### config.mk
export PLATFORM = sky130hd
export DESIGN_NAME = e00_line_decompressor
export DESIGN_NICKNAME = d
export VERILOG_FILES = /design/src/hdl/e00ld_pkg.sv /design/src/hdl/e00ld_emit_unit.sv /design/src/hdl/e00ld_out_stage.sv /design/src/hdl/e00_line_decompressor.sv
export SDC_FILE = /design/constraint.sdc
export NUM_CORES = 1
export LEC_CHECK = 0
export BUFFER_PORTS_ARGS = -buffer_cell sky130_fd_sc_hd__buf_2
export CORE_UTILIZATION = 52
export DETAILED_ROUTE_END_ITERATION = 7
export PLACE_DENSITY_LB_ADDON = 0.05
export SYNTH_ARGS = -nofsm -noshare
export SYNTH_HDL_FRONTEND = slang
export SYNTH_SLANG_ARGS = --single-unit
### constraint.sdc
create_clock -name clk -period 8.76 [get_ports clk]
set_input_delay 0.876 -clock clk [delete_from_list [all_inputs] [get_ports clk]]
set_output_delay 0.876 -clock clk [all_outputs]
set_load 0.01 [all_outputs]
### src/hdl/e00ld_pkg.sv
package e00ld_pkg;

  // default depth of the digit pair buffer
  localparam int DIGIT_PAIRS_DEF = 24;

  // character codes
  localparam logic [7:0] CH_LF      = 8'd10;
  localparam logic [7:0] CH_CR      = 8'd13;
  localparam logic [7:0] CH_SUB     = 8'd26;
  localparam logic [7:0] CH_SPACE   = 8'd32;
  localparam logic [7:0] CH_BANG    = 8'd33;
  localparam logic [7:0] CH_PAREN   = 8'd40;
  localparam logic [7:0] CH_PLUS    = 8'd43;
  localparam logic [7:0] CH_MINUS   = 8'd45;
  localparam logic [7:0] CH_DOT     = 8'd46;
  localparam logic [7:0] CH_ZERO    = 8'd48;
  localparam logic [7:0] CH_E       = 8'd69;
  localparam logic [7:0] CH_PIPE    = 8'd124;
  localparam logic [7:0] CH_CLOSE   = 8'd125;
  localparam logic [7:0] CH_TILDE   = 8'd126;
  localparam logic [7:0] RUN_MAX    = 8'd126;

  // number header layout
  localparam int HDR_GROUP  = 15;
  localparam int ODD_SPLIT  = 45;
  localparam int HDR_SPAN   = 90;
  localparam int HDR_GROUPS = HDR_SPAN / HDR_GROUP;
  localparam int EXP_MODES  = ODD_SPLIT / HDR_GROUP;

  // high digit pairs follow a close brace
  localparam logic [6:0] PAIR_HI_BASE = 7'd92;

  localparam logic [6:0] LINE_LIMIT_RESET = 7'd80;

  // register byte addresses
  localparam logic [1:0] ADDR_LINE_LIMIT = 2'd0;

  // error codes
  localparam logic [1:0] ERR_NONE = 2'd0;
  localparam logic [1:0] ERR_LONG = 2'd1;
  localparam logic [1:0] ERR_ESC  = 2'd2;
  localparam logic [1:0] ERR_NUM  = 2'd3;

  typedef enum logic [2:0] {
    MODE_PLAIN,
    MODE_ESC,
    MODE_RUN,
    MODE_NUM,
    MODE_NUMHI,
    MODE_TAIL,
    MODE_TAILRUN
  } mode_t;

  typedef enum logic [2:0] {
    S_IDLE,
    S_DECODE,
    S_EMIT,
    S_ERR,
    S_EXPAND,
    S_FLUSH
  } state_t;

  typedef enum logic [2:0] {
    PH_INT,
    PH_DOT,
    PH_FRAC,
    PH_E,
    PH_SIGN,
    PH_EXP,
    PH_SPACE
  } phase_t;

  typedef enum logic [1:0] {
    ACT_NONE,
    ACT_RESULT,
    ACT_EMIT,
    ACT_EXPAND
  } act_t;

  typedef struct packed {
    logic [7:0] ch;
    logic [6:0] rep;
    logic       eol;
    logic [1:0] err;
  } res_t;

  typedef struct packed {
    logic valid;
    logic end_req;
  } gen_ctl_t;

  typedef struct packed {
    logic taken;
    logic flushed;
  } gen_ack_t;

  typedef struct packed {
    logic [6:0] grant;
    logic       fits;
    logic [6:0] length_next;
  } emit_t;

  typedef struct packed {
    logic [3:0] pp;
    logic       odd;
    logic [1:0] expm;
  } hdr_t;

  typedef struct packed {
    act_t       act;
    res_t       res;
    mode_t      mode_next;
    logic [1:0] raise;
    logic [7:0] emit_ch;
    logic [6:0] emit_k;
    logic       hdr_load;
    logic       pair_wr;
    logic [6:0] pair_val;
    logic       line_clear;
    logic       term_space;
  } dec_t;

  // split a header code into point position, odd flag and exponent mode
  function automatic hdr_t hdr_split(input logic [6:0] n);
    logic [2:0] q;
    logic [6:0] base;
    hdr_t       h;
    q = 3'd0;
    for (int i = 1; i < HDR_GROUPS; i++) begin
      if (n >= 7'(i * HDR_GROUP)) q = 3'(i);
    end
    base   = 7'(q) * 7'(HDR_GROUP);
    h.pp   = 4'(n - base);
    h.odd  = (n >= 7'(ODD_SPLIT));
    h.expm = (q >= 3'(EXP_MODES)) ? 2'(q - 3'(EXP_MODES)) : 2'(q);
    return h;
  endfunction

  // tens digit of a pair value 0..99, reciprocal multiply
  function automatic logic [3:0] pair_tens(input logic [6:0] v);
    logic [14:0] p;
    p = 15'(v) * 15'(205);
    return p[14:11];
  endfunction

endpackage

### src/hdl/e00ld_emit_unit.sv
module e00ld_emit_unit (
  input  logic [6:0]      line_length,
  input  logic [6:0]      line_limit,
  input  logic [6:0]      k,
  output e00ld_pkg::emit_t eu
);
  import e00ld_pkg::*;

  logic [6:0] room;

  // room left on the line, a request is cut to it
  always_comb begin
    room           = (line_length < line_limit) ? (line_limit - line_length) : 7'd0;
    eu.fits        = (k <= room);
    eu.grant       = eu.fits ? k : room;
    eu.length_next = line_length + eu.grant;
  end

endmodule

### src/hdl/e00ld_out_stage.sv
module e00ld_out_stage (
  input  logic                clk,
  input  logic                rst,
  input  e00ld_pkg::gen_ctl_t ctl,
  input  e00ld_pkg::res_t     gen_res,
  output e00ld_pkg::gen_ack_t ack,
  output logic                out_valid,
  input  logic                out_ready,
  output logic [7:0]          out_char,
  output logic [6:0]          repeat_res,
  output logic                end_of_line,
  output logic [1:0]          error_code,
  output logic                last
);
  import e00ld_pkg::*;

  logic pend_valid;
  res_t pend;
  res_t out_res;
  logic out_last;
  logic out_free;
  logic load_out;
  logic last_in;

  assign out_free = !out_valid || out_ready;

  // one result is held back until the next one or the end of the byte
  // shows whether it is the final one
  always_comb begin
    ack      = '0;
    load_out = 1'b0;
    last_in  = 1'b0;
    if (ctl.valid) begin
      if (!pend_valid) begin
        ack.taken = 1'b1;
      end else if (out_free) begin
        ack.taken = 1'b1;
        load_out  = 1'b1;
      end
    end else if (ctl.end_req) begin
      if (!pend_valid) begin
        ack.flushed = 1'b1;
      end else if (out_free) begin
        ack.flushed = 1'b1;
        load_out    = 1'b1;
        last_in     = 1'b1;
      end
    end
  end

  always_ff @(posedge clk) begin
    if (rst) begin
      pend_valid <= 1'b0;
      out_valid  <= 1'b0;
    end else begin
      if (load_out) begin
        out_valid <= 1'b1;
      end else if (out_ready) begin
        out_valid <= 1'b0;
      end
      if (ack.taken) begin
        pend_valid <= 1'b1;
      end else if (ack.flushed) begin
        pend_valid <= 1'b0;
      end
    end
  end

  always_ff @(posedge clk) begin
    if (load_out) begin
      out_res  <= pend;
      out_last <= last_in;
    end
    if (ack.taken) begin
      pend <= gen_res;
    end
  end

  assign out_char    = out_res.ch;
  assign repeat_res  = out_res.rep;
  assign end_of_line = out_res.eol;
  assign error_code  = out_res.err;
  assign last        = out_last;

endmodule

### src/hdl/e00_line_decompressor.sv
// channel     direction  handshake                     payload
// config      in/out     psel penable pwrite pready    paddr pwdata prdata (line_limit)
// in          in         in_valid  in_ready            in_byte
// out         out        out_valid out_ready           out_char repeat_res end_of_line
//                                                      error_code last
//
// one byte at a time, in_ready only in idle; a byte is decoded, then a character or
// run is emitted, cut at the line limit with an overflow error after it, or a number
// is expanded digit by digit, and each byte ends with a flush of the hold stage
// results pass a one-deep hold stage that marks the last transfer of a byte, then
// an output register; with both full the sequencer stalls
// rst is synchronous, clears mode, line length and sticky error, line_limit to 80
module e00_line_decompressor #(
  parameter int DIGIT_PAIRS = e00ld_pkg::DIGIT_PAIRS_DEF
) (
  input  logic        clk,
  input  logic        rst,
  input  logic        psel,
  input  logic        penable,
  input  logic        pwrite,
  input  logic [1:0]  paddr,
  input  logic [31:0] pwdata,
  output logic [31:0] prdata,
  output logic        pready,
  input  logic        in_valid,
  output logic        in_ready,
  input  logic [7:0]  in_byte,
  output logic        out_valid,
  input  logic        out_ready,
  output logic [7:0]  out_char,
  output logic [6:0]  repeat_res,
  output logic        end_of_line,
  output logic [1:0]  error_code,
  output logic        last
);
  import e00ld_pkg::*;

  localparam int PC_W   = $clog2(DIGIT_PAIRS + 1);
  localparam int ADDR_W = $clog2(DIGIT_PAIRS);
  localparam int IDX_W  = $clog2(2 * DIGIT_PAIRS + 1);
  localparam int CMP_W  = (IDX_W > 5) ? IDX_W : 5;

  // control state
  state_t           state;
  state_t           state_next;
  mode_t            mode;
  logic [6:0]       line_limit;
  logic [6:0]       line_length;
  logic [PC_W-1:0]  pair_count;
  logic [3:0]       point_pos;
  logic             odd_digits;
  logic [1:0]       exp_mode;
  logic [1:0]       sticky;
  phase_t           phase;
  logic [IDX_W-1:0] idx;
  logic             term_space;

  // payload registers
  logic [7:0]       byte_r;
  logic [7:0]       emit_ch;
  logic [6:0]       emit_k;
  logic [6:0]       pair_store [DIGIT_PAIRS];

  // shared line room unit
  logic [6:0]       eu_k;
  emit_t            eu;

  // result path
  gen_ctl_t         gen_ctl;
  gen_ack_t         gen_ack;
  res_t             gen_res;

  dec_t             dec;
  logic             dec_go;
  hdr_t             hdr;

  // number expansion
  logic [IDX_W-1:0] used;
  logic [1:0]       expd;
  logic             short_num;
  logic [ADDR_W-1:0] pair_addr;
  logic [6:0]       pair_v;
  logic [3:0]       tens;
  logic [6:0]       ones;
  logic [7:0]       digit_ch;
  logic             exp_has;
  logic             exp_digit;
  logic             exp_done;
  logic [7:0]       exp_ch;
  phase_t           phase_next;
  logic             exp_step;

  logic             cfg_wr;

  // config port, single register at byte address zero
  assign pready = 1'b1;
  assign cfg_wr = psel && penable && pwrite && (paddr == ADDR_LINE_LIMIT);
  assign prdata = (paddr == ADDR_LINE_LIMIT) ? {25'd0, line_limit} : 32'd0;

  assign eu_k = (state == S_EXPAND) ? 7'd1 : emit_k;

  e00ld_emit_unit u_emit (
    .line_length (line_length),
    .line_limit  (line_limit),
    .k           (eu_k),
    .eu          (eu)
  );

  e00ld_out_stage u_out (
    .clk         (clk),
    .rst         (rst),
    .ctl         (gen_ctl),
    .gen_res     (gen_res),
    .ack         (gen_ack),
    .out_valid   (out_valid),
    .out_ready   (out_ready),
    .out_char    (out_char),
    .repeat_res  (repeat_res),
    .end_of_line (end_of_line),
    .error_code  (error_code),
    .last        (last)
  );

  // number length check
  assign used      = IDX_W'({pair_count, 1'b0}) - IDX_W'(odd_digits);
  assign expd      = (exp_mode != 2'd0) ? 2'd2 : 2'd0;
  assign short_num = ((pair_count == '0) && odd_digits) ||
                     (CMP_W'(used) < (CMP_W'(point_pos) + CMP_W'(expd)));

  // digit read: even index is the tens digit, odd index the ones digit
  assign pair_addr = ADDR_W'(idx >> 1);
  assign pair_v    = pair_store[pair_addr];
  assign tens      = pair_tens(pair_v);
  assign ones      = pair_v - (7'(tens) * 7'd10);
  assign digit_ch  = CH_ZERO + 8'(idx[0] ? ones[3:0] : tens);

  assign hdr = hdr_split(7'(byte_r - CH_BANG));

  function automatic dec_t dec_err(input dec_t d, input logic [1:0] code);
    dec_t r;
    r           = d;
    r.act       = ACT_RESULT;
    r.res       = '0;
    r.res.err   = code;
    r.raise     = code;
    r.mode_next = MODE_PLAIN;
    return r;
  endfunction

  function automatic dec_t dec_emit(input dec_t d, input logic [7:0] ch,
                                    input logic [6:0] k);
    dec_t r;
    r           = d;
    r.act       = ACT_EMIT;
    r.emit_ch   = ch;
    r.emit_k    = k;
    r.mode_next = MODE_PLAIN;
    return r;
  endfunction

  function automatic dec_t dec_eol(input dec_t d);
    dec_t r;
    r            = d;
    r.act        = ACT_RESULT;
    r.res        = '0;
    r.res.eol    = 1'b1;
    r.line_clear = 1'b1;
    r.mode_next  = MODE_PLAIN;
    return r;
  endfunction

  // what one byte does in the current mode
  always_comb begin
    dec           = '0;
    dec.act       = ACT_NONE;
    dec.mode_next = mode;
    if (sticky != ERR_NONE) begin
      dec.act     = ACT_RESULT;
      dec.res.err = sticky;
    end else if (byte_r == CH_SUB || byte_r == CH_CR || byte_r == CH_LF) begin
      dec.act = ACT_NONE;
    end else begin
      case (mode)
        MODE_ESC: begin
          if (byte_r == CH_CLOSE) begin
            dec = dec_eol(dec);
          end else if (byte_r == CH_SPACE) begin
            dec.mode_next = MODE_RUN;
          end else if (byte_r == CH_TILDE) begin
            dec = dec_emit(dec, CH_TILDE, 7'd1);
          end else if (byte_r >= CH_BANG && byte_r < CH_BANG + 8'(HDR_SPAN)) begin
            dec.hdr_load  = 1'b1;
            dec.mode_next = MODE_NUM;
          end else begin
            dec = dec_err(dec, ERR_ESC);
          end
        end
        MODE_RUN, MODE_TAILRUN: begin
          if (byte_r < CH_SPACE || byte_r > RUN_MAX) begin
            dec = dec_err(dec, ERR_ESC);
          end else begin
            dec = dec_emit(dec, CH_SPACE, 7'(byte_r - CH_SPACE));
          end
        end
        MODE_NUM: begin
          if (byte_r == CH_SPACE || byte_r == CH_TILDE) begin
            if (short_num) begin
              dec = dec_err(dec, ERR_NUM);
            end else begin
              dec.act        = ACT_EXPAND;
              dec.term_space = (byte_r == CH_SPACE);
              dec.mode_next  = (byte_r == CH_TILDE) ? MODE_TAIL : MODE_PLAIN;
            end
          end else if (byte_r == CH_CLOSE) begin
            dec.mode_next = MODE_NUMHI;
          end else if (byte_r >= CH_BANG && byte_r <= CH_PIPE) begin
            if (pair_count >= PC_W'(DIGIT_PAIRS)) begin
              dec = dec_err(dec, ERR_NUM);
            end else begin
              dec.pair_wr  = 1'b1;
              dec.pair_val = 7'(byte_r - CH_BANG);
            end
          end else begin
            dec = dec_err(dec, ERR_NUM);
          end
        end
        MODE_NUMHI: begin
          if (byte_r >= CH_BANG && byte_r <= CH_PAREN) begin
            if (pair_count >= PC_W'(DIGIT_PAIRS)) begin
              dec = dec_err(dec, ERR_NUM);
            end else begin
              dec.mode_next = MODE_NUM;
              dec.pair_wr   = 1'b1;
              dec.pair_val  = 7'(byte_r - CH_BANG) + PAIR_HI_BASE;
            end
          end else begin
            dec = dec_err(dec, ERR_NUM);
          end
        end
        MODE_TAIL: begin
          if (byte_r == CH_CLOSE) begin
            dec = dec_eol(dec);
          end else if (byte_r == CH_SPACE) begin
            dec.mode_next = MODE_TAILRUN;
          end else begin
            dec = dec_emit(dec, byte_r, 7'd1);
          end
        end
        default: begin
          // plain copy, also the unused mode code
          if (byte_r == CH_TILDE) begin
            dec.mode_next = MODE_ESC;
          end else begin
            dec = dec_emit(dec, byte_r, 7'd1);
          end
        end
      endcase
    end
  end

  assign dec_go = (dec.act != ACT_RESULT) || gen_ack.taken;

  // expansion walk: leading digits, point, remaining digits, exponent, space
  always_comb begin
    exp_has    = 1'b0;
    exp_digit  = 1'b0;
    exp_done   = 1'b0;
    exp_ch     = digit_ch;
    phase_next = phase;
    case (phase)
      PH_INT: begin
        if (CMP_W'(idx) < CMP_W'(point_pos)) begin
          exp_has   = 1'b1;
          exp_digit = 1'b1;
        end else begin
          phase_next = PH_DOT;
        end
      end
      PH_DOT: begin
        exp_has    = (point_pos != 4'd0);
        exp_ch     = CH_DOT;
        phase_next = PH_FRAC;
      end
      PH_FRAC: begin
        if (CMP_W'(idx) + CMP_W'(expd) < CMP_W'(used)) begin
          exp_has   = 1'b1;
          exp_digit = 1'b1;
        end else begin
          phase_next = PH_E;
        end
      end
      PH_E: begin
        exp_has    = (exp_mode != 2'd0);
        exp_ch     = CH_E;
        phase_next = (exp_mode != 2'd0) ? PH_SIGN : PH_SPACE;
      end
      PH_SIGN: begin
        exp_has    = 1'b1;
        exp_ch     = (exp_mode == 2'd1) ? CH_PLUS : CH_MINUS;
        phase_next = PH_EXP;
      end
      PH_EXP: begin
        if (idx < used) begin
          exp_has   = 1'b1;
          exp_digit = 1'b1;
        end else begin
          phase_next = PH_SPACE;
        end
      end
      PH_SPACE: begin
        exp_has  = term_space;
        exp_ch   = CH_SPACE;
        exp_done = 1'b1;
      end
      default: begin
        exp_done = 1'b1;
      end
    endcase
  end

  assign exp_step = !exp_has || gen_ack.taken;

  // next state
  always_comb begin
    state_next = state;
    case (state)
      S_IDLE: begin
        if (in_valid) state_next = S_DECODE;
      end
      S_DECODE: begin
        case (dec.act)
          ACT_RESULT: if (gen_ack.taken) state_next = S_FLUSH;
          ACT_EMIT:   state_next = S_EMIT;
          ACT_EXPAND: state_next = S_EXPAND;
          default:    state_next = S_FLUSH;
        endcase
      end
      S_EMIT: begin
        if (emit_k == 7'd0) begin
          state_next = S_FLUSH;
        end else if (gen_ack.taken) begin
          // a cut run still owes the overflow error
          state_next = (eu.fits || eu.grant == 7'd0) ? S_FLUSH : S_ERR;
        end
      end
      S_ERR: begin
        if (gen_ack.taken) state_next = S_FLUSH;
      end
      S_EXPAND: begin
        if (exp_step && ((exp_has && !eu.fits) || exp_done)) state_next = S_FLUSH;
      end
      S_FLUSH: begin
        if (gen_ack.flushed) state_next = S_IDLE;
      end
      default: state_next = S_IDLE;
    endcase
  end

  // outputs of the sequencer
  always_comb begin
    in_ready        = (state == S_IDLE);
    gen_ctl         = '0;
    gen_res         = '0;
    case (state)
      S_DECODE: begin
        gen_ctl.valid = (dec.act == ACT_RESULT);
        gen_res       = dec.res;
      end
      S_EMIT: begin
        gen_ctl.valid = (emit_k != 7'd0);
        if (eu.grant != 7'd0) begin
          gen_res.ch  = emit_ch;
          gen_res.rep = eu.grant;
        end else begin
          gen_res.err = ERR_LONG;
        end
      end
      S_ERR: begin
        gen_ctl.valid = 1'b1;
        gen_res.err   = ERR_LONG;
      end
      S_EXPAND: begin
        gen_ctl.valid = exp_has;
        if (eu.fits) begin
          gen_res.ch  = exp_ch;
          gen_res.rep = 7'd1;
        end else begin
          gen_res.err = ERR_LONG;
        end
      end
      S_FLUSH: begin
        gen_ctl.end_req = 1'b1;
      end
      default: begin
        gen_ctl = '0;
      end
    endcase
  end

  // control registers
  always_ff @(posedge clk) begin
    if (rst) begin
      state       <= S_IDLE;
      mode        <= MODE_PLAIN;
      line_limit  <= LINE_LIMIT_RESET;
      line_length <= 7'd0;
      pair_count  <= '0;
      point_pos   <= 4'd0;
      odd_digits  <= 1'b0;
      exp_mode    <= 2'd0;
      sticky      <= ERR_NONE;
      phase       <= PH_INT;
      idx         <= '0;
      term_space  <= 1'b0;
    end else begin
      state <= state_next;
      if (cfg_wr) line_limit <= pwdata[6:0];
      case (state)
        S_DECODE: begin
          if (dec_go) begin
            mode <= dec.mode_next;
            if (dec.raise != ERR_NONE) sticky <= dec.raise;
            if (dec.line_clear) line_length <= 7'd0;
            if (dec.hdr_load) begin
              point_pos  <= hdr.pp;
              odd_digits <= hdr.odd;
              exp_mode   <= hdr.expm;
              pair_count <= '0;
            end
            if (dec.pair_wr) pair_count <= pair_count + PC_W'(1);
            if (dec.act == ACT_EXPAND) begin
              phase      <= PH_INT;
              idx        <= '0;
              term_space <= dec.term_space;
            end
          end
        end
        S_EMIT: begin
          if (emit_k != 7'd0 && gen_ack.taken) begin
            line_length <= eu.length_next;
            if (eu.grant == 7'd0) sticky <= ERR_LONG;
          end
        end
        S_ERR: begin
          if (gen_ack.taken) sticky <= ERR_LONG;
        end
        S_EXPAND: begin
          if (exp_step) begin
            if (exp_has && !eu.fits) begin
              sticky <= ERR_LONG;
            end else begin
              if (exp_has) line_length <= eu.length_next;
              if (exp_has && exp_digit) idx <= idx + IDX_W'(1);
              phase <= phase_next;
            end
          end
        end
        default: begin
          phase <= phase;
        end
      endcase
    end
  end

  // payload registers and digit pair buffer
  always_ff @(posedge clk) begin
    if (state == S_IDLE && in_valid) byte_r <= in_byte;
    if (state == S_DECODE) begin
      emit_ch <= dec.emit_ch;
      emit_k  <= dec.emit_k;
      if (dec.pair_wr) pair_store[pair_count[ADDR_W-1:0]] <= dec.pair_val;
    end
  end

endmodule

==> results.sh, run 1 <==
export IMPL_outcome="complete, no violations"
export IMPL_final_hold_violation_count=0
export IMPL_vias=10250
export IMPL_postRouteAntennaNets=0
export IMPL_drt_wl_total_um=34860
export IMPL_placed_area_um2=15930
export IMPL_grt_setup_unrepaired="false"
export IMPL_synthDominantAreaCellType="sky130_fd_sc_hd__edfxtp_1"
export IMPL_number_of_max_cap_violations=0
export IMPL_path_delay_family="adder cells"
export IMPL_globalRouteOverflowTotal=0
export IMPL_internal_power_uw=2768
export IMPL_worst_endpoint_required_ns=9.06
export IMPL_initial_core_util_pct=53.15
export IMPL_power_frac_seq_pct=40.0
export IMPL_crit_path_cell_trace="buf_4 -> mux4_2 -> mux4_2 -> mux2_2 -> ha_1 -> ha_1 -> or2_2 -> fa_1 -> ha_1 -> ha_1 -> and4_1 -> and3_1 -> a211oi_1 -> nor2b_1 -> xnor2_1 -> fa_1 -> nor2_1 -> a211o_1 -> a22o_1"
export IMPL_cts_resized_gates=0
export IMPL_route_detailed_vias_per_inst=5.894
export IMPL_flip_flop_and_latch_count_after_synthesis=279
export IMPL_detail_route_drc_violations=0
export IMPL_design_final_nets=1493
export IMPL_irDropWorstVdd_mv=0.1830
export IMPL_synth_avg_cell_area_um2=11.95
export IMPL_power_density_nw_per_um2=246.4
export IMPL_synth_common_cells="228 x sky130_fd_sc_hd__edfxtp_1, 114 x sky130_fd_sc_hd__nor2_1, 99 x sky130_fd_sc_hd__ha_1, 67 x sky130_fd_sc_hd__inv_1, 67 x sky130_fd_sc_hd__nand2_1"
export IMPL_post_route_min_period_ns=6.871
export IMPL_root_driver="sky130_fd_sc_hd__clkbuf_16"
export IMPL_antenna_cells=0
export IMPL_most_prevalent_standard_cell_on_the_critical_path="sky130_fd_sc_hd__ha_1"
export IMPL_cpPeakStageDelay_ns=0.82
export IMPL_synth_edf_count=228
export IMPL_total_number_of_h_tree_levels=1
export IMPL_post_synth_top_count_cell="sky130_fd_sc_hd__edfxtp_1"
export IMPL_slew_headroom_pct=17.17
export IMPL_postSynth_topFlopCell="sky130_fd_sc_hd__edfxtp_1"
export IMPL_drc_violation_total_after_the_first_tritonroute_iteration=873
export IMPL_yosys_warnings=0
export IMPL_timing_clock_skew_ns=0.009409
export IMPL_clk_latency_ns=0.55
export IMPL_syn_to_final_growth_pct=9.885
export IMPL_grt_usage_pct=23.31
export IMPL_instances_no_fill=1739
export IMPL_final_area_um2=16900
export IMPL_worstPathMaxFanout=20
export IMPL_clock_buffers_created_by_tritoncts=30
export IMPL_path_buf_inv=1
export IMPL_critical_path_arrival_ns=7.17
export IMPL_worstMarginPinSlew_ns=1.242
export IMPL_synth_largest_type_area_fraction_pct=44.52
export IMPL_tritoncts="yes"
export IMPL_drive_gt1_share_pct=14.24
export IMPL_design_core_area_um2=28940
export IMPL_cts_max_path_buffers=3
export IMPL_io_buffers=51
export IMPL_grt_pass1_wl_um=54880
export IMPL_tritoncts_sink_count=279
export IMPL_area_sequential_um2=7870
export IMPL_dp_hpwl_um=24810
export IMPL_drt_pass1_iter_count=5
export IMPL_postCtsSetupRepairBufs=0
export IMPL_fp_dieArea_um2=30270
export IMPL_antenna_found_initial=0
export IMPL_setup_worst_path_start_class="register"
export IMPL_netlist_top_cells_area="sky130_fd_sc_hd__edfxtp_1 45%, sky130_fd_sc_hd__ha_1 8.1%, sky130_fd_sc_hd__dfxtp_1 6.6%, sky130_fd_sc_hd__mux4_2 6.4%, sky130_fd_sc_hd__nor2_1 2.8%"
export IMPL_final_period_utilization_pct=78.44
export IMPL_placement_rows=62
export IMPL_switching_share_pct=33.52
export IMPL_synth_seq_area_share_pct=51.16
export IMPL_ys_async_sr_fraction_pct=0
export IMPL_ioPinCount=103
export IMPL_filler_cell_count=2424
export IMPL_synth_cell_types=90
export IMPL_critical_path_slowest_cell="sky130_fd_sc_hd__dfxtp_2"
export IMPL_multiInputGateArea_um2=6944
export IMPL_cts_hold_buffers_added=0
export IMPL_hp_class="reg -> reg"
export IMPL_grt_start_max_net_pins=36
export IMPL_dpl_worst_slack_ns=1.839
export IMPL_critical_path_endpoint_type="register"
export IMPL_max_clock_freq_ghz=0.1455
export IMPL_syn_cell_area_um2=15380
export IMPL_placed_cells_incl_taps=1684
export IMPL_gpl_final_weighted_congestion=0.8979
export IMPL_worstSetupPathType="reg -> reg"
export IMPL_setup_ws_ns=1.889
export IMPL_detail_route_wl_per_cell_um=20.05
export IMPL_power_combinational_fraction_pct=30.3
export IMPL_totalNegativeSetupSlack_ns=0
export IMPL_clkTransAtPathRegs_ns=0.06
export IMPL_die_height_um=174.0
export IMPL_synth_cells=1287
export IMPL_grt_pass1_vias=9661
export IMPL_share_clk_of_total_power_pct=29.7
export IMPL_drv_slew=0
export IMPL_leakage_uw=0.005793
export IMPL_p_sw_uw=1396
export IMPL_fp_dieW_um=174.0
export IMPL_setup_violations_final=0
==> metrics by stage <==
stage | power, uW | hold WS (ns) | utilization (%)
2_1_floorplan | 2586 | 0.4003 | -
3_3_place_gp | 2912 | 0.4009 | 55.05
3_5_place_dp | 2929 | 0.4045 | 55.05
4_1_cts | 4173 | 0.4189 | 58.40
5_1_grt | 4381 | 0.4232 | 58.40
6_report | 4165 | 0.4178 | 58.40
==> state kept, by name (all words and copies together), names as in the netlist, 2 cells and up, named ones only <==
register,flops
phase,3
u_out.repeat_res,7
sticky,2
byte_r,8
emit_k,7
u_out.out_char,8
pair_count,5
exp_mode,2
point_pos,4
emit_ch,8
u_out.pend,18
mode,3
state,3
pair_store,168
u_out.error_code,2
line_limit,7
idx,6
line_length,7
==> cells in the final DEF, fill, tap and decap left out, types with 6 or more instances in the layout <==
cell and n:
sky130_fd_sc_hd__o21ai_0 48, sky130_fd_sc_hd__or4_1 9, sky130_fd_sc_hd__o2111ai_1 6, sky130_fd_sc_hd__a21oi_2 6, sky130_fd_sc_hd__nand4_1 14, sky130_fd_sc_hd__nor3_1 24
sky130_fd_sc_hd__mux4_2 44, sky130_fd_sc_hd__and3_1 13, sky130_fd_sc_hd__a22oi_1 8, sky130_fd_sc_hd__mux2i_1 20, sky130_fd_sc_hd__nor4_1 9, sky130_fd_sc_hd__clkbuf_16 32
sky130_fd_sc_hd__nand2_1 67, sky130_fd_sc_hd__nor2_1 114, sky130_fd_sc_hd__a21oi_1 56, sky130_fd_sc_hd__fa_1 13, sky130_fd_sc_hd__conb_1 26, sky130_fd_sc_hd__buf_2 51
sky130_fd_sc_hd__nor3b_1 8, sky130_fd_sc_hd__a31oi_1 7, sky130_fd_sc_hd__a21o_1 18, sky130_fd_sc_hd__mux2_2 7, sky130_fd_sc_hd__o211ai_1 6, sky130_fd_sc_hd__xnor2_1 23
sky130_fd_sc_hd__o21a_1 9, sky130_fd_sc_hd__a211oi_1 14, sky130_fd_sc_hd__buf_4 15, sky130_fd_sc_hd__or3_1 12, sky130_fd_sc_hd__dfxtp_1 49, sky130_fd_sc_hd__xor2_1 12
sky130_fd_sc_hd__clkinv_1 7, sky130_fd_sc_hd__nor2b_1 20, sky130_fd_sc_hd__nand3_1 29, sky130_fd_sc_hd__inv_1 67, sky130_fd_sc_hd__clkbuf_1 7, sky130_fd_sc_hd__edfxtp_1 228
sky130_fd_sc_hd__nand2b_1 17, sky130_fd_sc_hd__ha_1 99, sky130_fd_sc_hd__and2_1 32
==> area by class of cell <==
class | instances | share of cell area (%)
sequential | 279 | 46.57
clock inverter | 15 | 0.7626
clock buffer | 40 | 4.976
inverter | 71 | 1.577
multi-input combinational | 884 | 41.09
tap | 384 | 2.843
timing repair buffer | 66 | 2.177
==> worst paths after layout <==
check | start | endpoint | slack, ns | cells past startpoint
hold / removal | u_out.pend[2] | u_out.end_of_line | 0.42 | 0
hold reg to reg | u_out.pend[2] | u_out.end_of_line | 0.42 | 0
setup / recovery | register | u_out.pend[12] | 1.89 | 19
setup reg to reg | register | u_out.pend[12] | 1.89 | 19
==> metal layers <==
layer	up-vias	part of all wire [%]	global-route usage, %
met3	43	4.8	2.647
met5	-	0	0
met1	5035	50	36.73
met2	295	44	34.78
met4	0	1.7	4.569
li1	4876	-	-
==> logic make-up (layout without fill, tap and decap cells) <==
family	Yosys count	after routing	synth area share (%)
simple gates	396	396	13.51
flops	279	279	51.16
compound gates	243	243	10.77
buf+inv	148	192	4.410
fa+ha+maj	112	112	9.747
mux	71	71	8.258
xor+xnor	36	36	2.099
other cells	2	26	0.04883
==> power by group through the flow <==
| stage | registers, uW | clock network (uW) | logic, uW |
|---|---|---|---|
| finish | 1670 | 1240 | 1260 |
| detailed placement | 1690 | 0 | 1240 |
| global placement | 1690 | 0 | 1220 |
| global route | 1680 | 1310 | 1400 |
| floorplan | 1640 | 0 | 944 |
| CTS | 1660 | 1260 | 1250 |
(Power assumes the default switching activity.)
==> inputs of run 2 (changes only) <==
--- a/config.mk
+++ b/config.mk
@@ -5,6 +5,7 @@
 export SDC_FILE = /design/constraint.sdc
 export NUM_CORES = 1
 export LEC_CHECK = 0
+export ABC_AREA = 1
 export BUFFER_PORTS_ARGS = -buffer_cell sky130_fd_sc_hd__buf_2
 export CORE_UTILIZATION = 52
 export DETAILED_ROUTE_END_ITERATION = 7
==> constraint.sdc (replaced) <==
create_clock -name clk -period 5.7 [get_ports clk]
set_input_delay 0.57 -clock clk [delete_from_list [all_inputs] [get_ports clk]]
set_output_delay 0.57 -clock clk [all_outputs]
set_load 0.01 [all_outputs]
==> run 2 against run 1 <==
  * Non-clock buffer count increased by 68
  * Design area increased by 9.4%
  * Synthesized cell count increased by 32%
  * Worst setup slack got worse by 1.8 ns
  * Sequential share of layout area decreased by 4.0 points
  * Routed wire length increased by 13%
  * Die area increased by 1.6%
  * Clock power increased by 63%
==> results.sh, run 2 <==
export IMPL_die_height_um=175.3
export IMPL_synth_avg_cell_area_um2=9.169
export IMPL_final_cell_mix="249 x sky130_fd_sc_hd__nand2_1, 240 x sky130_fd_sc_hd__nor2_1, 228 x sky130_fd_sc_hd__edfxtp_1"
export IMPL_ys_async_sr_fraction_pct=0
export IMPL_worstPathMaxFanout=16
export IMPL_path_delay_family="adder cells"
export IMPL_grt_usage_pct=25.96
export IMPL_final_hold_violation_count=0
export IMPL_ioPinCount=103
export IMPL_synth_cells=1704
export IMPL_final_util_pct=62.54
export IMPL_grt_start_max_net_pins=30
export IMPL_multiInputGateArea_um2=7194
export IMPL_globalRouteOverflowTotal=0
export IMPL_clkTransAtPathRegs_ns=0.06
export IMPL_netlist_top_cells_area="sky130_fd_sc_hd__edfxtp_1 44%, sky130_fd_sc_hd__ha_1 7.9%, sky130_fd_sc_hd__dfxtp_1 6.5%, sky130_fd_sc_hd__nand2_1 6.4%, sky130_fd_sc_hd__nor2_1 6.1%"
export IMPL_grt_setup_unrepaired="true"
export IMPL_setup_ws_ns=0.04174
export IMPL_slew_headroom_pct=47.47
export IMPL_detail_route_drc_violations=0
export IMPL_synthDominantAreaCellType="sky130_fd_sc_hd__edfxtp_1"
export IMPL_setup_violations_final=0
export IMPL_syn_to_final_growth_pct=18.31
export IMPL_dp_hpwl_um=27490
export IMPL_total_number_of_h_tree_levels=1
export IMPL_postRouteAntennaNets=0
export IMPL_initial_core_util_pct=52.86
export IMPL_tritoncts="yes"
export IMPL_vias=12160
export IMPL_cpPeakStageDelay_ns=0.52
export IMPL_drt_pass1_iter_count=5
export IMPL_number_of_max_cap_violations=0
export IMPL_post_route_min_period_ns=5.658
export IMPL_timing_clock_skew_ns=0.01745
export IMPL_number_of_flip_flops_under_the_largest_register_name=168
export IMPL_route_detailed_vias_per_inst=5.443
export IMPL_clk_latency_ns=0.57
export IMPL_synth_cell_types=63
export IMPL_yosys_warnings=0
export IMPL_drv_slew=0
export IMPL_irDropWorstVdd_mv=0.3266
export IMPL_syn_cell_area_um2=15620
export IMPL_outcome="complete, no violations"
export IMPL_clock_buffers_created_by_tritoncts=30
export IMPL_area_sequential_um2=7875
export IMPL_detail_route_wl_per_cell_um=17.67
export IMPL_final_period_utilization_pct=99.27
export IMPL_dpl_worst_slack_ns=-0.3358
export IMPL_post_synth_top_count_cell="sky130_fd_sc_hd__nand2_1"
export IMPL_postSynth_topFlopCell="sky130_fd_sc_hd__edfxtp_1"
export IMPL_design_core_area_um2=29560
export IMPL_critical_path_endpoint_type="register"
export IMPL_path_buf_inv=8
export IMPL_power_density_nw_per_um2=390.7
export IMPL_drc_violation_total_after_the_first_tritonroute_iteration=907
export IMPL_placement_rows=63
export IMPL_synth_common_cells="267 x sky130_fd_sc_hd__nand2_1, 252 x sky130_fd_sc_hd__nor2_1, 228 x sky130_fd_sc_hd__edfxtp_1, 191 x sky130_fd_sc_hd__inv_1, 140 x sky130_fd_sc_hd__o21ai_0"
export IMPL_gpl_final_weighted_congestion=0.9450
export IMPL_max_clock_freq_ghz=0.1767
export IMPL_design_final_nets=1982
export IMPL_drt_wl_total_um=39490
export IMPL_drive_gt1_share_pct=18.97
export IMPL_layout_cells_most_common="sky130_fd_sc_hd__nand2_1"
export IMPL_grt_pass1_vias=11630
export IMPL_synth_seq_area_share_pct=50.36
export IMPL_setup_worst_path_start_class="register"
export IMPL_antenna_cells=0
export IMPL_tritoncts_sink_count=279
export IMPL_leakage_uw=0.007306
export IMPL_synth_largest_type_area_fraction_pct=43.82
export IMPL_grt_pass1_wl_um=62620
export IMPL_cts_max_path_buffers=3
export IMPL_antenna_found_initial=0
export IMPL_root_driver="sky130_fd_sc_hd__clkbuf_16"
export IMPL_worst_endpoint_required_ns=6.03
export IMPL_filler_cell_count=2500
export IMPL_io_buffers=51
export IMPL_worstMarginPinSlew_ns=0.7819
export IMPL_hp_class="in -> reg"
export IMPL_critical_path_slowest_cell="sky130_fd_sc_hd__fa_2"
export IMPL_synth_edf_count=228
export IMPL_fp_dieArea_um2=30740
export IMPL_worstSetupPathType="reg -> reg"
export IMPL_most_prevalent_standard_cell_on_the_critical_path="sky130_fd_sc_hd__nand2_1"
export IMPL_flip_flop_and_latch_count_after_synthesis=279
export IMPL_fp_dieW_um=175.3
export IMPL_critical_path_arrival_ns=5.99
-- run 2: cell types whose count changed in the layout (fill, tap and decap cells not counted), moves of 20 or more --
cell / delta
sky130_fd_sc_hd__and2_1: -30
sky130_fd_sc_hd__mux2i_1: -20
sky130_fd_sc_hd__nand2_2: +25
sky130_fd_sc_hd__mux4_2: -44
sky130_fd_sc_hd__nand2_1: +182
sky130_fd_sc_hd__buf_4: +48
sky130_fd_sc_hd__o21ai_1: +23
sky130_fd_sc_hd__inv_2: +29
sky130_fd_sc_hd__nand3_1: +58
sky130_fd_sc_hd__o21ai_0: +60
sky130_fd_sc_hd__inv_1: +111
sky130_fd_sc_hd__nor2b_1: -20
sky130_fd_sc_hd__nor2_1: +126
-- run 2: power by group --
group | internal [uW] | total [uW] | switching, uW
Combinational | 856 | 2570 | 1720
Sequential | 2490 | 2630 | 137
Clock | 1210 | 2020 | 813
Total | 4560 | 7220 | 2670
-- run 2: cell families (layout without fill, tap and decap cells) --
kind of cell,count (synthesis),after routing,synth area share [%]
compound gates,296,296,10.99
simple gates,700,700,19.58
xor+xnor,28,28,1.618
flops,279,279,50.36
fa+ha+maj,112,112,9.594
buf+inv,287,404,7.816
other cells,2,26,0.04807
-- run 2: routing by layer --
metal / up-vias / GRT usage, % / share of wire [%]
met5: - / 0 / 0
met4: 0 / 7.101 / 2.6
met3: 64 / 2.597 / 4.0
met2: 312 / 45.55 / 51
met1: 5807 / 34.22 / 43
li1: 5981 / - / -
-- run 2: layout make-up --
class                      count  share of cell area (%)
clock buffer                  41                   4.501
multi-input combinational   1162                   38.92
clock inverter                15                   1.157
inverter                     214                   4.406
sequential                   279                   42.60
tap                          390                   2.640
timing repair buffer         134                   5.774
-- run 2: worst paths after layout --
| kind | from | to | slack, ns | cells past startpoint |
|---|---|---|---|---|
| max | register | u_out.pend[13] | 0.04 | 36 |
| min | in_byte[2] | byte_r[2] | 0.18 | 1 |
| max reg2reg | register | u_out.pend[13] | 0.04 | 36 |
| min reg2reg | u_out.pend[16] | u_out.out_char[6] | 0.42 | 0 |
-- run 2: repair_timing --
item,CTS,global route
hold buffers,0,0
pin swaps,51,58
endpoints found under the setup margin,1,3
gates resized for setup,83,83
setup buffers,10,4
cloned,3,0
-- run 2: through the flow --
| stage | total power [uW] | setup TNS (ns) | cells | area [um^2] | hold WS (ns) |
|---|---|---|---|---|---|
| floorplan | 4552 | 0 | 1728 | 15730 | 0.4003 |
| global placement | 5157 | -0.3101 | 2162 | 16620 | 0.4048 |
| detailed placement | 5202 | -0.3358 | 2162 | 16620 | 0.4045 |
| CTS | 7234 | 0 | 2231 | 18150 | 0.1621 |
| global route | 7685 | -0.2979 | 2235 | 18490 | 0.1639 |
| finish | 7223 | 0 | 2235 | 18490 | 0.1805 |
==> inputs of run 3 (changes only) <==
--- a/config.mk
+++ b/config.mk
@@ -8,8 +8,9 @@
 export ABC_AREA = 1
 export BUFFER_PORTS_ARGS = -buffer_cell sky130_fd_sc_hd__buf_2
 export CORE_UTILIZATION = 52
+export CTS_CLUSTER_DIAMETER = 30
 export DETAILED_ROUTE_END_ITERATION = 7
-export PLACE_DENSITY_LB_ADDON = 0.05
+export PLACE_DENSITY = 0.73
 export SYNTH_ARGS = -nofsm -noshare
 export SYNTH_HDL_FRONTEND = slang
 export SYNTH_SLANG_ARGS = --single-unit
==> run 3 against run 2 <==
  * Sequential power barely moved
  * Clock skew rose by 0.046 ns
  * Largest power group is now the clock network
  * Sequential share of layout area fell by 1.5 points
  * Routed wire length rose by 2.1%
  * Hold slack got worse by 0.0063 ns
  * The run now ends with setup timing left
  * Global-route usage rose by 0.48 points
  * Flip-flop and latch count did not move
  * Combinational power barely moved
==> results.sh, run 3 (synthesized netlist as in run 2, its figures left out) <==
export IMPL_outcome="finished with violations"
export IMPL_violations="setup timing"
export IMPL_cts_max_path_buffers=3
export IMPL_route_detailed_vias_per_inst=5.536
export IMPL_final_period_utilization_pct=102.4
export IMPL_design_core_area_um2=29560
export IMPL_grt_pass1_wl_um=63880
export IMPL_irDropWorstVdd_mv=0.4164
export IMPL_cpPeakStageDelay_ns=0.52
export IMPL_power_density_nw_per_um2=426.3
export IMPL_antenna_found_initial=0
export IMPL_vias=12640
export IMPL_drt_wl_total_um=40320
export IMPL_filler_cell_count=2225
export IMPL_gpl_final_weighted_congestion=0.9555
export IMPL_area_sequential_um2=7875
export IMPL_multiInputGateArea_um2=7068
export IMPL_timing_clock_skew_ns=0.06346
export IMPL_final_hold_violation_count=0
export IMPL_fp_dieW_um=175.3
export IMPL_hp_class="in -> reg"
export IMPL_final_cell_mix="256 x sky130_fd_sc_hd__nand2_1, 243 x sky130_fd_sc_hd__nor2_1, 228 x sky130_fd_sc_hd__edfxtp_1"
export IMPL_worstPathMaxFanout=11
export IMPL_total_number_of_h_tree_levels=2
export IMPL_ioPinCount=103
export IMPL_postRouteAntennaNets=0
export IMPL_number_of_flip_flops_under_the_largest_register_name=168
export IMPL_drv_slew=0
export IMPL_antenna_cells=0
export IMPL_critical_path_arrival_ns=6.11
export IMPL_grt_start_max_net_pins=25
export IMPL_grt_setup_unrepaired="true"
export IMPL_initial_core_util_pct=52.86
export IMPL_critical_path_depth=36
export IMPL_clkTransAtPathRegs_ns=0.06
export IMPL_slew_headroom_pct=47.00
export IMPL_worst_endpoint_required_ns=5.97
export IMPL_setup_worst_path_start_class="register"
export IMPL_clk_latency_ns=0.58
export IMPL_worstSetupPathType="reg -> reg"
export IMPL_globalRouteOverflowTotal=0
export IMPL_syn_to_final_growth_pct=22.74
export IMPL_worst_r2r_cell_count=36
export IMPL_post_route_min_period_ns=5.835
export IMPL_dp_hpwl_um=26960
export IMPL_grt_pass1_vias=12600
export IMPL_final_util_pct=64.88
export IMPL_setup_violations_final=1
export IMPL_reg2reg_setup_slack_ns=-0.14
export IMPL_die_height_um=175.3
export IMPL_io_buffers=51
export IMPL_detail_route_drc_violations=0
export IMPL_setup_ws_ns=-0.1353
export IMPL_timing_critical_path_to="u_out.pend[13]"
export IMPL_layout_cells_most_common="sky130_fd_sc_hd__nand2_1"
export IMPL_leakage_uw=0.007679
export IMPL_drc_violation_total_after_the_first_tritonroute_iteration=1117
export IMPL_number_of_max_cap_violations=0
export IMPL_tritoncts_sink_count=279
export IMPL_drive_gt1_share_pct=20.17
export IMPL_worstMarginPinSlew_ns=0.7921
export IMPL_root_driver="sky130_fd_sc_hd__clkbuf_16"
export IMPL_regToRegEndpoint="u_out.pend[13]"
export IMPL_fp_dieArea_um2=30740
export IMPL_clock_buffers_created_by_tritoncts=50
export IMPL_critical_path_endpoint_type="register"
export IMPL_grt_usage_pct=26.44
export IMPL_path_buf_inv=8
export IMPL_max_clock_freq_ghz=0.1714
export IMPL_design_final_nets=2013
export IMPL_critical_path_slowest_cell="sky130_fd_sc_hd__fa_1"
export IMPL_totalNegativeSetupSlack_ns=-0.1353
export IMPL_placement_rows=63
export IMPL_path_delay_family="adder cells"
export IMPL_drt_pass1_iter_count=6
export IMPL_most_prevalent_standard_cell_on_the_critical_path="sky130_fd_sc_hd__nand2_1"
export IMPL_detail_route_wl_per_cell_um=17.65
export IMPL_tritoncts="yes"
==> run 3: changes by cell type in the layout (fill, tap and decap cells not counted), sizes merged <==
cell | before | now
clkbuf | 41 | 59
buf | 134 | 144
clkinv | 8 | 16
inv | 214 | 222
clkinvlp | 3 | 7
bufbuf | 0 | 1
==> run 3: power by group <==
part           internal, uW  switching, uW  leakage (uW)
combinational           859           1740       0.00455
sequential             2490            128       0.00232
clock                  1870           1090      0.000817
total                  5220           2950       0.00768
==> run 3: area by class of cell <==
cell class | instances | share of cell area [%]
Clock inverter | 35 | 2.101
Tap cell | 390 | 2.545
Multi-Input combinational cell | 1162 | 36.86
Timing Repair Buffer | 145 | 6.342
Clock buffer | 59 | 6.857
Sequential cell | 279 | 41.06
Inverter | 214 | 4.234
==> run 3: per-stage QoR <==
| stage | hold WS, ns | std cells | setup WS (ns) | area, um^2 | total power, uW |
|---|---|---|---|---|---|
| after detailed placement | 0.4045 | 2164 | -0.3121 | 16660 | 5221 |
| final | 0.1742 | 2284 | -0.1353 | 19180 | 8176 |
| after global routing | 0.1610 | 2284 | -0.3864 | 19180 | 8631 |
| after floorplan | 0.4003 | 1728 | 0.005970 | 15730 | 4552 |
| after global placement | 0.4058 | 2164 | -0.2139 | 16660 | 5148 |
| after CTS | 0.1602 | 2282 | 0.004408 | 19100 | 8190 |
==> run 3: worst min-delay path by stage <==
stage / from / end / cells past startpoint
floorplan: u_out.pend[2] / u_out.end_of_line / 0
global placement: u_out.pend[1] / u_out.error_code[1] / 0
detailed placement: u_out.pend[0] / u_out.error_code[0] / 0
CTS: in_byte[4] / byte_r[4] / 1
global route: in_byte[3] / byte_r[3] / 1
finish: in_byte[0] / byte_r[0] / 1
==> run 3: repair_timing <==
| item | CTS | global route |
|---|---|---|
| cloned | 5 | 0 |
| gates resized for setup | 117 | 20 |
| buffers inserted | 19 | 2 |
| pin swaps | 60 | 13 |
| hold buffers | 0 | 0 |
| setup endpoints to repair | 2 | 2 |
==> run 3: worst reg2reg max path: cells and delay by family, from the launching register on <==
| kind | cells | cell delay [ns] |
|---|---|---|
| flops | 1 | 0.44 |
| simple gates | 16 | 1.58 |
| buf+inv | 8 | 0.86 |
| compound gates | 6 | 0.88 |
| fa+ha+maj | 5 | 1.61 |
| xor+xnor | 1 | 0.20 |
==> run 3: metal layers <==
layer / part of all wire [%] / GRT usage [%] / wire length [um]
met5: 0 / 0 / 0
met4: 3.4 / 11.20 / 1360
met3: 6.7 / 3.745 / 2701
met2: 50 / 46.33 / 20230
met1: 40 / 32.60 / 16020
